<file path="config.mk">
export PLATFORM = sky130hd
export DESIGN_NAME = tte_cursor
export DESIGN_NICKNAME = d
export VERILOG_FILES = /design/src/rtl/tte_pkg.sv /design/src/rtl/tte_cursor.sv
export SDC_FILE = /design/constraint.sdc
export NUM_CORES = 1
export LEC_CHECK = 0
export BUFFER_PORTS_ARGS = -buffer_cell sky130_fd_sc_hd__clkbuf_2
export CAP_MARGIN = 20
export CORE_MARGIN = 1
export CORE_UTILIZATION = 41
export DETAILED_ROUTE_END_ITERATION = 6
export GPL_TIMING_DRIVEN = 0
export PLACE_DENSITY = 0.72
export SLEW_MARGIN = 0
export SYNTH_ARGS = -nofsm -noshare
export SYNTH_HDL_FRONTEND = slang
export SYNTH_SLANG_ARGS = --single-unit
</file>
<file path="constraint.sdc">
create_clock -name clk -period 2.11 [get_ports clk]
set_input_delay 0.211 -clock clk [delete_from_list [all_inputs] [get_ports clk]]
set_output_delay 0.211 -clock clk [all_outputs]
set_load 0.02 [all_outputs]
</file>
<file path="src/rtl/tte_pkg.sv">
// ----------------------------------------------------------------------------
// tte_pkg: shared types and constants for the text terminal cell engine
// Field widths, character codes, operation codes and the row command beat.
// ----------------------------------------------------------------------------
package tte_pkg;

  localparam int NumRowsDef = 8;
  localparam int NumColsDef = 30;

  localparam int FuncW      = 2;
  localparam int CharW      = 8;
  localparam int ReadRowW   = 3;
  localparam int ReadColW   = 5;
  localparam int CurRowOutW = 3;
  localparam int CurColOutW = 5;

  // Index widths that cover the whole parameter range (64 rows, 128 columns
  // plus the column past the last).
  localparam int MaxRowW = 6;
  localparam int MaxColW = 8;

  localparam logic [CharW-1:0] ChNl  = 8'h0A;
  localparam logic [CharW-1:0] ChCr  = 8'h0D;
  localparam logic [CharW-1:0] ChBs  = 8'h08;
  localparam logic [CharW-1:0] ChSp  = 8'h20;
  localparam logic [CharW-1:0] ChNul = 8'h00;

  typedef enum logic [FuncW-1:0] {
    FUNC_PUT   = 2'd0,
    FUNC_READ  = 2'd1,
    FUNC_CLEAR = 2'd2
  } func_t;

  // Work decided by the cursor for one item.
  typedef struct packed {
    logic               clear;
    logic               scroll;
    logic               pre_wr;
    logic               post_wr;
    logic [MaxRowW-1:0] pre_row;
    logic [MaxRowW-1:0] post_row;
    logic [MaxColW-1:0] wr_col;
    logic [CharW-1:0]   wr_data;
  } step_t;

  // Command seen by one row cell.
  typedef struct packed {
    logic               clear;
    logic               scroll;
    logic               pre_wr;
    logic               post_wr;
    logic [MaxColW-1:0] wr_col;
    logic [CharW-1:0]   wr_data;
  } row_cmd_t;

endpackage

</file>
<file path="src/rtl/tte_cursor.sv">
// ----------------------------------------------------------------------------
// tte_cursor: cursor register and per-item step decode
// Interprets one item against the cursor and issues the row writes, scroll
// and clear for the cell chain.
// ----------------------------------------------------------------------------
module tte_cursor #(
  parameter int NUM_ROWS = tte_pkg::NumRowsDef,
  parameter int NUM_COLS = tte_pkg::NumColsDef,
  localparam int RowW    = $clog2(NUM_ROWS),
  localparam int ColW    = $clog2(NUM_COLS + 1)
) (
  input  logic                       clk,
  input  logic                       rst_n,
  input  logic                       accept,
  input  logic [tte_pkg::FuncW-1:0]  func,
  input  logic [tte_pkg::CharW-1:0]  char_code,
  output tte_pkg::step_t             step,
  output logic [RowW-1:0]            row_nxt,
  output logic [ColW-1:0]            col_nxt
);

  localparam logic [RowW-1:0] LastRow = RowW'(NUM_ROWS - 1);
  localparam logic [ColW-1:0] ColEnd  = ColW'(NUM_COLS);

  logic [RowW-1:0] row_r;
  logic [ColW-1:0] col_r;

  always_comb begin
    row_nxt = row_r;
    col_nxt = col_r;
    step    = '0;
    if (accept) begin
      case (tte_pkg::func_t'(func))
        tte_pkg::FUNC_PUT: begin
          if (char_code == tte_pkg::ChNl) begin
            step.pre_wr  = (col_r != ColEnd);
            step.pre_row = tte_pkg::MaxRowW'(row_r);
            step.wr_col  = tte_pkg::MaxColW'(col_r);
            step.wr_data = tte_pkg::ChNul;
            col_nxt      = '0;
            if (row_r == LastRow) begin
              step.scroll = 1'b1;
            end else begin
              row_nxt = row_r + 1'b1;
            end
          end else if (char_code == tte_pkg::ChCr) begin
            col_nxt = '0;
          end else if (char_code == tte_pkg::ChBs) begin
            if (col_r != '0) col_nxt = col_r - 1'b1;
          end else if (char_code >= tte_pkg::ChSp) begin
            step.post_wr = 1'b1;
            step.wr_data = char_code;
            if (col_r == ColEnd) begin
              // wrap first, then write at column 0
              step.wr_col = '0;
              col_nxt     = ColW'(1);
              if (row_r == LastRow) begin
                step.scroll = 1'b1;
              end else begin
                row_nxt = row_r + 1'b1;
              end
            end else begin
              step.wr_col = tte_pkg::MaxColW'(col_r);
              col_nxt     = col_r + 1'b1;
            end
            step.post_row = tte_pkg::MaxRowW'(row_nxt);
          end
        end
        tte_pkg::FUNC_CLEAR: begin
          step.clear = 1'b1;
          row_nxt    = '0;
          col_nxt    = '0;
        end
        default: begin
        end
      endcase
    end
  end

  always_ff @(posedge clk) begin
    if (!rst_n) begin
      row_r <= '0;
      col_r <= '0;
    end else begin
      row_r <= row_nxt;
      col_r <= col_nxt;
    end
  end

endmodule

</file>
# [After elaboration in Yosys (flattened, before gate mapping)]
# Cells that the tools add are included.
[op_classes] add_sub_neg=3 multipliers=0 div_mod_pow=0 order_cmp=1 n_eq_ne=7 shifts=0 n_mux=37 bitwise=0 n_reduce_logical=2
[ops] operator="$mux W19" n=3
[ops] operator="$mux W5" n=8
[ops] operator="$mux W32" n=1
[ops] operator="$mux W31" n=1
[ops] operator="$mux W3" n=9
[ops] operator="$eq A8 B4 Y1 const B" n=3
[ops] operator="$mux W16" n=1
[ops] operator="$mux W1" n=12
[ops] operator="$pmux W5 S2" n=1
[ops] operator="$ge A8 B6 Y1 const B" n=1
[ops] operator="$pmux W3 S2" n=1
[ops] operator="$add A5 B1 Y5 const B" n=1
[ops] operator="$eq A5 B5 Y1 const B" n=1
[ops] operator="$ne A5 B5 Y1 const B" n=1
[ops] operator="$reduce_bool A5 Y1" n=1
[ops] operator="$sub A5 B1 Y5 const B" n=1
[ops] operator="$add A3 B1 Y3 const B" n=1
[ops] operator="$eq A3 B3 Y1 const B" n=1
[ops] operator="$eq A2 B2 Y1 const B" n=1
[ops] operator="$logic_not A2 Y1" n=1
[totals] reg_bits=8 latchBits=0 ramBits=0 mem_bits_ro=0 inputBits=13 out_inout_bits=40 elab_cells=52 n_memories=0

# [Logic depth before layout (Yosys ltp)]
# Gate-level depths: netlist of the first run.
[depth] ltp_word=9 ltp_mapped=7

# [Least setup slack after synthesis of the first run]
# Ideal clock, no wire load.
[synth_path] kind="input to output" start="input port char_code[4] (netlist name)" end="output port step[30] (netlist name)" t_arrival_ns=2.311 required_ns=1.899 slack_ns=-0.412 cell_stages=4 n_path_buf=1 cell_sequence="or4b_4 > or3_1 > buf_6 > a2111oi_0"
[synth_rtl] item="from (decl)" line_no="tte_cursor.sv:16" rtl="input logic [tte_pkg::CharW-1:0] char_code,"
[synth_rtl] item="to (decl)" line_no="tte_cursor.sv:17" rtl="output tte_pkg::step_t step,"

# [Final worst setup path of the first run]
[layout_path] start="input port char_code[2] (netlist name)" end="output port row_nxt[1]"
[layout_between] elab_chain_cells=7
[layout_lines] item="$ge A8 B6 Y1" line_no="tte_cursor.sv:50" rtl="end else if (char_code >= tte_pkg::ChSp) begin"
[layout_lines] item="$mux W3" line_no="tte_cursor.sv:50"
[layout_lines] item="$mux W3" line_no="tte_cursor.sv:48" rtl="end else if (char_code == tte_pkg::ChBs) begin"
[layout_lines] item="$mux W3" line_no="tte_cursor.sv:46" rtl="end else if (char_code == tte_pkg::ChCr) begin"
[layout_lines] item="$mux W3 (*)" line_no="tte_cursor.sv:35" rtl="if (char_code == tte_pkg::ChNl) begin"
[layout_lines] item="$pmux W3 S2 (*)" line_no="tte_cursor.sv:33" rtl="case (tte_pkg::func_t'(func))"
[layout_lines] item="$mux W3 (*)" line_no="tte_cursor.sv:32" rtl="if (accept) begin"
[layout_lines] item="to (decl)" line_no="tte_cursor.sv:18" rtl="output logic [RowW-1:0] row_nxt,"
# Every way passes the cells marked *; elsewhere a longest branch is shown, timed or not.

==> results of run 1 <==
## per-stage QoR
stage	hold WS (ps)	area, sq um	worst slack [ps]
after floorplan	328.6	1075	2.812
after global routing	254.6	1632	-112.4
after detailed placement	516.8	1325	-172.6
after global placement	507.5	1325	-166.3
after CTS	241.8	1489	-77.63
final	245.2	1632	-103.9
## where the power goes
part / switching [mW] / internal, mW / total, mW
Combinational: 0.0879 / 0.0627 / 0.151
Sequential: 0.00246 / 0.151 / 0.154
Clock: 0.0448 / 0.0646 / 0.109
## path summary, 6_finish.rpt
check	endpoint	cells past startpoint	start	slack, ps
min reg2reg	row_r[2]	2	row_r[2]	640
max	row_nxt[1]	6	char_code[2]	-100
min	col_r[1]	2	rst_n	250
max reg2reg	row_r[1]	8	col_r[0]	340
## area by class of cell
class	instances	area share, %
plain buffers	14	5.752
clock buffers	3	1.380
inverters	8	2.454
multi-input cells	122	57.44
flip-flops and latches	8	10.28
well taps	28	2.147
repair buffers	52	20.55
## placed cells by master (no fill, tap or decap), types with 3 or more instances in the layout
master    count
nand2_1      11
buf_6         4
inv_1         6
buf_4        26
and3_1        3
conb_1        9
nor2_1        9
clkbuf_2     32
nand3_1       5
a31oi_1       3
o211ai_1      4
dfxtp_1       6
and2_1       17
clkbuf_4      3
nand2b_1      3
nor3_1        3
o21ai_0       5
## critical path: stages
cell and delay [ps]:
buf_8 90, or4b_4 560, or3_4 500, a21boi_4 180, mux2i_1 270, buf_4 180
## sequential cells by signal, indices dropped and copies added, names as in the netlist
register and cells:
row_r 3, col_r 5
## layer usage
metal | vias up | wire length [microns]
met5 | - | 0
met4 | 0 | 82
met3 | 10 | 243
met2 | 71 | 1740
met1 | 610 | 1519
li1 | 636 | -
## repair_timing
action                                  in CTS  in global routing
buffers inserted                             6                  3
endpoints found under the setup margin      19                 16
resized for setup                           28                 50
pin swaps                                    4                 12
## kinds of logic (layout without fill, tap and decap cells)
kind of cell	after synthesis	in the layout	share of synthesized area [%]
and+or+nand+nor	72	72	39.02
buffers and inverters	23	77	12.56
AOI/OAI and AO/OA	34	34	24.88
muxes	1	1	0.9756
DFF	8	8	15.61
xor gates and xnor gates	2	2	1.708
adders and majority gates	4	4	4.878
other	1	9	0.3655
==> metrics.cfg, run 1 <==
[logic_synthesis]
synth_top_area_share_pct = 15.61
synth.avg_cell_area_sq_um = 7.076
async_reset_ff_share_pct = 0
yosys-top-cells-area = dfxtp_1, and2_1, buf_4
synth_top_area_cell = dfxtp_1
netlist-cell-type-count = 45
seq_area_frac_synth_pct = 15.61
syn_area_sq_um = 1026
yosys_warnings = 0
synth-seq-cells = 8
syn_inst = 145
yosys.cell_count.top_type = and2_1
synth_edf_count = 0
synthTopCellsByCount = and2_1, nand2_1, nor2_1
synth_ff_type = dfxtp_1

[detailed_routing]
num_vias = 1327
remaining_drc_errors = 0
drt-initial-drc-count = 42
avgViaCountPerCell = 5.647
routed_wl_mm = 3.586
ant_nets = 0
first_pass_iters = 4
wl_per_cell_microns = 15.26

[timing]
rsz0062_at_grt = true
tightest_slew_ps = 607.0
slew_headroom_pct = 59.22
clock.fmax_mhz = 451.7
setup_viol = 6
period_minus_slack_ps = 2214
setup_tns_ps = -305.6
layout_setup_ws_ps = -103.9
hold_violations = 0
fin_skew_ps = 2.457
min_period_over_period_pct = 104.9
finalMaxSlewViolations = 0

[worst_setup_path]
cp_max_fo = 8
cp.required_ps = 1900
worstSetupStartpointType = primary input
crit_type = primary input to output port
crit_arrival_ps = 2000
worst_setup_path_end_kind = output port

[floorplan]
start_util_pct = 45.08
die_area_sq_um = 2707
die_h_microns = 52.03
fp.coreArea_sq_um = 2276
rows = 17
die_w_microns = 52.03
io_pins = 53

[global_route]
grt_pass1_wl_mm = 5.126
grt.busiest_layer = met2
grt_pass1_vias = 1194
grt_max_degree = 11
grt_use_met2_pct = 42.09
use_met1_pct = 31.13
grt_remaining_overflow = 0
use_met3_pct = 1.170
grt_usage_pct = 25.11
antenna_found_initial = 0

[flow_run]
cap_violations = 0

[clock_network]
clk_latency_ps = 250
root_buffer = clkbuf_4
h-tree-depth = 1
cts_max_path_buffers = 2
tritoncts = built
clock-sinks = 8
hold_buffers = 0
cts_buffers = 3
clk_pin_slew_ps = 50

[placement]
io_buffers = 43
placed_cells = 224
gp_congestion = 0.8755
dpl.hpwl_mm = 2.348

[run_status]
violations = negative setup slack
status = finished with violations

[final_layout]
multiInputGateArea_sq_um = 937.1
fill_cells = 184
drive_gt1_share_pct = 46.86
n_antenna_cell = 0
final_core_util_pct = 71.69
syn_to_final_growth_pct = 59.02
seqCellArea_sq_um = 167.7
fin_cells = 235
nNetsFinal = 226

[hold_path]
hold_class = primary input to flop

[power]
powerDensity_nw_per_um2 = 253.5
power.total_mw = 0.4136
irDropWorstVdd_uv = 279.9
leakagePower_nw = 0.7813

No activity file was read; power rests on OpenSTA's default activity.
==> run 2: changes to the inputs <==
Settings changed: ABC_AREA set to 1, CORE_UTILIZATION 41 to 42.
==> run 2 against run 1 <==
  * The run now ends clean
  * Clock power increased by 4%
  * Cell count increased by 22%
  * Core utilization decreased by 14 points
  * Largest power group unchanged
==> metrics.cfg, run 2 <==
[worst_setup_path]
cp_max_fo = 8  ; unchanged
worstSetupStartpointType = flop
crit_type = flop to output port
rr_startpoint = col_r[0]
cp.required_ps = 1900  ; about the same
startpoint = col_r[0]
worst_setup_path_end_kind = output port
crit_arrival_ps = 1730  ; -270 ps

[placement]
io_buffers = 43  ; unchanged
gp_congestion = 0.8470  ; -3.3%
dp_slack_ps = 242.5  ; +415.1 ps
placed_cells = 283  ; +26%
dpl.hpwl_mm = 2.204  ; -6.1%
placed_area_sq_um = 1410  ; +6.4%

[final_layout]
drive_gt1_share_pct = 32.81  ; -14 points
n_antenna_cell = 0  ; unchanged
layout_common_cells = nand2_1, clkbuf_2, nor2_1
top_register = col_r
nNetsFinal = 275  ; +22%
final_area_sq_um = 1443  ; -12%
fin_cells = 286  ; +22%
largest_reg_flops = 5  ; unchanged
final_common_cell = nand2_1
syn_to_final_growth_pct = 27.97
largestRegisters = col_r: 5 flops, row_r: 3 flops
fill_cells = 265  ; +44%

[timing]
period_minus_slack_ps = 1942  ; -271.8 ps
finalMaxSlewViolations = 0  ; unchanged
hold_violations = 0  ; unchanged
fin_skew_ps = 0.4127  ; -2.044 ps
layout_setup_ws_ps = 167.9  ; +271.8 ps
min_period_over_period_pct = 92.04  ; -13 points
setup_viol = 0  ; -6
clock.fmax_mhz = 514.9  ; +14%
rsz0062_at_grt = false
setup_tns_ps = 0  ; +305.6 ps

[power]
powerDensity_nw_per_um2 = 265.1  ; +4.6%
leakagePower_nw = 0.8538  ; +9.3%
power.total_mw = 0.3824  ; -7.5%
irDropWorstVdd_uv = 255.0  ; -8.9%

[clock_network]
clk_pin_slew_ps = 50  ; about the same
cts_max_path_buffers = 2  ; unchanged
cts_buffers = 3  ; unchanged
root_buffer = clkbuf_4
h-tree-depth = 1  ; unchanged
clk_latency_ps = 250  ; about the same
clock-sinks = 8  ; unchanged
tritoncts = built

[logic_synthesis]
yosys-top-cells-area = nand2_1, dfxtp_1, nor2_1
synth.avg_cell_area_sq_um = 5.581  ; -21%
seq_area_frac_synth_pct = 14.21  ; -1.4 points
synth-seq-cells = 8  ; unchanged
yosys_warnings = 0  ; unchanged
netlist-cell-type-count = 25  ; -44%
async_reset_ff_share_pct = 0  ; unchanged
syn_inst = 202  ; +39%
yosys.cell_count.top_type = nand2_1
synthTopCellsByCount = nand2_1, nor2_1, inv_1
synth_top_area_cell = nand2_1
syn_area_sq_um = 1127  ; +9.9%
synth_top_area_share_pct = 18.31  ; +2.7 points
synth_edf_count = 0  ; unchanged
synth_ff_type = dfxtp_1

[global_route]
grt_max_degree = 11  ; unchanged
grt_pass1_vias = 1065  ; -11%
grt_pass1_wl_mm = 4.388  ; -14%
grt_remaining_overflow = 0  ; unchanged
grt_usage_pct = 20.04  ; -5.1 points
antenna_found_initial = 0  ; unchanged

[detailed_routing]
routed_wl_mm = 2.645  ; -26%
first_pass_iters = 4  ; unchanged
num_vias = 1304  ; -1.7%
remaining_drc_errors = 0  ; unchanged
avgViaCountPerCell = 4.559  ; -19%
ant_nets = 0  ; unchanged
wl_per_cell_microns = 9.248  ; -39%
drt-initial-drc-count = 31  ; -26%

[floorplan]
die_area_sq_um = 2896  ; +7.0%
fp.coreArea_sq_um = 2500  ; +9.8%
die_w_microns = 53.81  ; +3.4%
io_pins = 53  ; unchanged
start_util_pct = 45.10  ; about the same
rows = 18  ; +1
die_h_microns = 53.81  ; +3.4%

[flow_run]
cap_violations = 0  ; unchanged

[run_status]
status = completed

[hold_path]
hp-start = rst_n
hold_class = primary input to flop

-- run 2: routing by layer --
layer / share of wire [%] / vias up / global-route usage [%]
met2: 45 / 34 / 33.33
met3: 5.2 / 2 / 1.130
met5: 0 / - / 0
li1: - / 725 / -
met1: 49 / 543 / 27.18
met4: 0.53 / 0 / 6.579
-- run 2: kinds of logic after synthesis --
group,count (synthesis),share of synthesized area (%)
and+or+nand+nor,128,53.61
other,1,0.3326
xor gates and xnor gates,1,0.7771
adders and majority gates,4,4.440
DFF,8,14.21
buffers and inverters,46,19.75
AOI/OAI and AO/OA,14,6.881
-- run 2: area by class of cell --
type	instances	area, sq um	share of cell area [%]
tap	30	37.54	2.602
multi-input combinational	156	779.5	54.03
timing repair buffer	43	215.2	14.92
clock buffer	3	22.52	1.561
sequential	8	162.7	11.27
inverter	33	126.4	8.760
buffer	13	98.84	6.852
-- run 2: critical path, cell delays in order, from the launching register on --
cell	delay [ps]
dfxtp_2	350
inv_4	100
ha_2	210
nand3_4	110
nor2_8	120
nand2_2	100
nand2_2	100
nand3_1	60
nand2_1	60
nand2_1	60
inv_1	50
clkbuf_2	150
-- run 2: stage by stage --
| stage | util (%) | hold slack [ps] |
|---|---|---|
| global route | 57.71 | 325.6 |
| floorplan | - | 415.8 |
| CTS | 57.31 | 291.6 |
| detailed placement | 56.41 | 528.3 |
| finish | 57.71 | 289.7 |
| global placement | 56.41 | 527.4 |
-- run 2: path summary, 6_finish.rpt --
kind	end	slack, ps	cells past startpoint
setup / recovery	row_nxt[2]	170	11
hold reg to reg	col_r[4]	540	2
setup reg to reg	row_r[0]	680	9
hold / removal	row_r[2]	290	3
-- run 2: repair_timing --
action / CTS / global route
setup endpoints to repair: 4 / 13
hold buffers: 0 / 0
endpoints found under the hold margin: 0 / 0
gates resized for setup: 1 / 6
setup buffers: 0 / 0
-- run 2: power breakdown --
| part | total (mW) | switching, mW | internal (mW) |
|---|---|---|---|
| Combinational | 0.115 | 0.0736 | 0.0412 |
| Clock | 0.113 | 0.0481 | 0.0648 |
| Sequential | 0.155 | 0.00209 | 0.153 |
| Total | 0.382 | 0.124 | 0.259 |
==> run 3: changes to the inputs <==
Settings changed: CELL_PAD_IN_SITES_DETAIL_PLACEMENT set to 1, CELL_PAD_IN_SITES_GLOBAL_PLACEMENT set to 1, CORE_UTILIZATION 42 to 27, MAX_ROUTING_LAYER set to met4, PLACE_DENSITY 0.72 to 0.73.
==> run 3 against run 2 <==
  * Setup slack got worse by 37 ps
  * Global-route usage is 3.2 points lower
  * Register-to-register slack worse by 60 ps
  * Via count up 5.1%
  * Cell area rose by 3.0%
  * Clock power grew 61%
  * Non-clock buffer count unchanged
  * Total power increased by 19%
  * Combinational power is essentially flat
  * Wire length up 24%
  * Critical endpoint unchanged
  * Largest power group is now clock
  * Highest routed layer unchanged
==> metrics.cfg, run 3 (synthesized netlist as in run 2, its figures left out) <==
[final_layout]
largest_reg_flops = 5  ; unchanged
top_register = col_r
fin_cells = 306  ; +7.0%
layout_common_cells = nand2_1, clkbuf_2, nor2_1
syn_to_final_growth_pct = 31.85
final_common_cell = nand2_1
n_antenna_cell = 0  ; unchanged
nNetsFinal = 275  ; unchanged
fill_cells = 574  ; +120%
drive_gt1_share_pct = 33.20  ; +0.39 points
largestRegisters = col_r: 5 flops, row_r: 3 flops

[timing]
setup_viol = 0  ; unchanged
clock.fmax_mhz = 505.2  ; -1.9%
min_period_over_period_pct = 93.81  ; +1.8 points
rsz0062_at_grt = false
timing.hold.ws_ps = 332.8  ; +43.10 ps
finalMaxSlewViolations = 0  ; unchanged
setup_tns_ps = 0  ; unchanged
fin_skew_ps = 1.028  ; +0.6152 ps
period_minus_slack_ps = 1979  ; +37.36 ps
hold_violations = 0  ; unchanged

[detailed_routing]
ant_nets = 0  ; unchanged
first_pass_iters = 4  ; unchanged
routed_wl_mm = 3.290  ; +24%
remaining_drc_errors = 0  ; unchanged
avgViaCountPerCell = 4.477  ; -1.8%
wl_per_cell_microns = 10.75  ; +16%
num_vias = 1370  ; +5.1%
drt-initial-drc-count = 41  ; +32%

[floorplan]
die_area_sq_um = 4438  ; +53%
die_w_microns = 66.62  ; +24%
io_pins = 53  ; unchanged
rows = 23  ; +5
fp.coreArea_sq_um = 4000  ; +60%
die_h_microns = 66.62  ; +24%
start_util_pct = 28.18  ; -17 points

[worst_setup_path]
rr_startpoint = col_r[0]
crit_arrival_ps = 1770  ; +40 ps
r2r_end = row_r[0]
cp_max_fo = 8  ; unchanged
worstSetupStartpointType = flop
cp.required_ps = 1900  ; about the same
startpoint = col_r[0]
worst_setup_path_end_kind = output port
ff2ff_path_depth = 9  ; unchanged
ff2ff_setup_slack_ps = 620  ; -60 ps
crit_type = flop to output port

[clock_network]
clock-sinks = 8  ; unchanged
cts_max_path_buffers = 2  ; unchanged
root_buffer = clkbuf_8
clk_pin_slew_ps = 40  ; about the same
postCtsSetupBuffers = 0  ; unchanged
h-tree-depth = 1  ; unchanged
tritoncts = built
cts_resized = 1  ; unchanged
cts_buffers = 3  ; unchanged
clk_latency_ps = 230  ; -20 ps
hold_buffers = 0  ; unchanged

[global_route]
grt_remaining_overflow = 0  ; unchanged
antenna_found_initial = 0  ; unchanged
grt_usage_pct = 16.86  ; -3.2 points
grt_pass1_wl_mm = 5.754  ; +31%
grt_pass1_vias = 1307  ; +23%
grt_max_degree = 11  ; unchanged

[power]
irDropWorstVdd_uv = 249.4  ; -2.2%
power.total_mw = 0.4547  ; +19%
leakagePower_nw = 0.8587  ; +0.57%
powerDensity_nw_per_um2 = 305.9  ; +15%

[placement]
gp_congestion = 0.8613  ; +1.7%
io_buffers = 43  ; unchanged
placed_cells = 303  ; +7.1%
dpl.hpwl_mm = 2.837  ; +29%

[run_status]
status = completed

[hold_path]
whs_path_depth = 3  ; unchanged
holdPathEnd = row_r[2]
hold_class = primary input to flop
hp-start = rst_n

[flow_run]
cap_violations = 0  ; unchanged

[run 3: area by class of cell]
| type | count | area, sq um | area share [%] |
|---|---|---|---|
| buffer | 13 | 98.84 | 6.650 |
| multi-input combinational | 156 | 782.0 | 52.61 |
| clock buffer | 3 | 41.29 | 2.778 |
| tap | 50 | 62.56 | 4.209 |
| inverter | 33 | 123.9 | 8.333 |
| timing repair buffer | 43 | 215.2 | 14.48 |
| sequential | 8 | 162.7 | 10.94 |
[run 3: power by group]
| group | switching, mW | internal, mW | leakage (nW) | total, mW |
|---|---|---|---|---|
| Clock | 0.0582 | 0.123 | 0.0216 | 0.182 |
| Sequential | 0.00181 | 0.153 | 0.0655 | 0.155 |
| Combinational | 0.0770 | 0.0411 | 0.772 | 0.118 |
[run 3: critical path, stage by stage (launching register included)]
cell	delay, ps
dfxtp_2	340
inv_2	140
ha_2	230
nand3_4	110
nor2_8	120
nand2_2	110
nand2_2	100
nand3_1	60
nand2_1	60
nand2_1	60
inv_1	50
clkbuf_2	150
[run 3: how the worst max path moves through the flow]
stage                      end  cells after the start  slack, ps
floorplan             step[30]                      7        260
global placement      step[30]                      8        200
detailed placement  row_nxt[2]                     11        200
CTS                 row_nxt[2]                     10          9
global route        col_nxt[3]                     10          5
finish              row_nxt[2]                     11        130
[run 3: metal layers]
metal	vias to the layer above	track usage (%)	wire, microns	share of wire, %
li1	718	-	-	-
met2	34	28.28	1486	45
met1	613	20.88	1596	49
met5	-	-	0	0
met4	0	6.915	48	1.5
met3	5	1.027	158	4.8
[run 3: metrics by stage]
stage               util [%]  instance area (sq um)  setup WS, ps
global route           37.16                   1486         4.693
floorplan                  -                   1157         259.6
finish                 37.16                   1486         130.6
detailed placement     35.88                   1435         195.7
CTS                    36.91                   1476         9.444
global placement       35.88                   1435         197.8
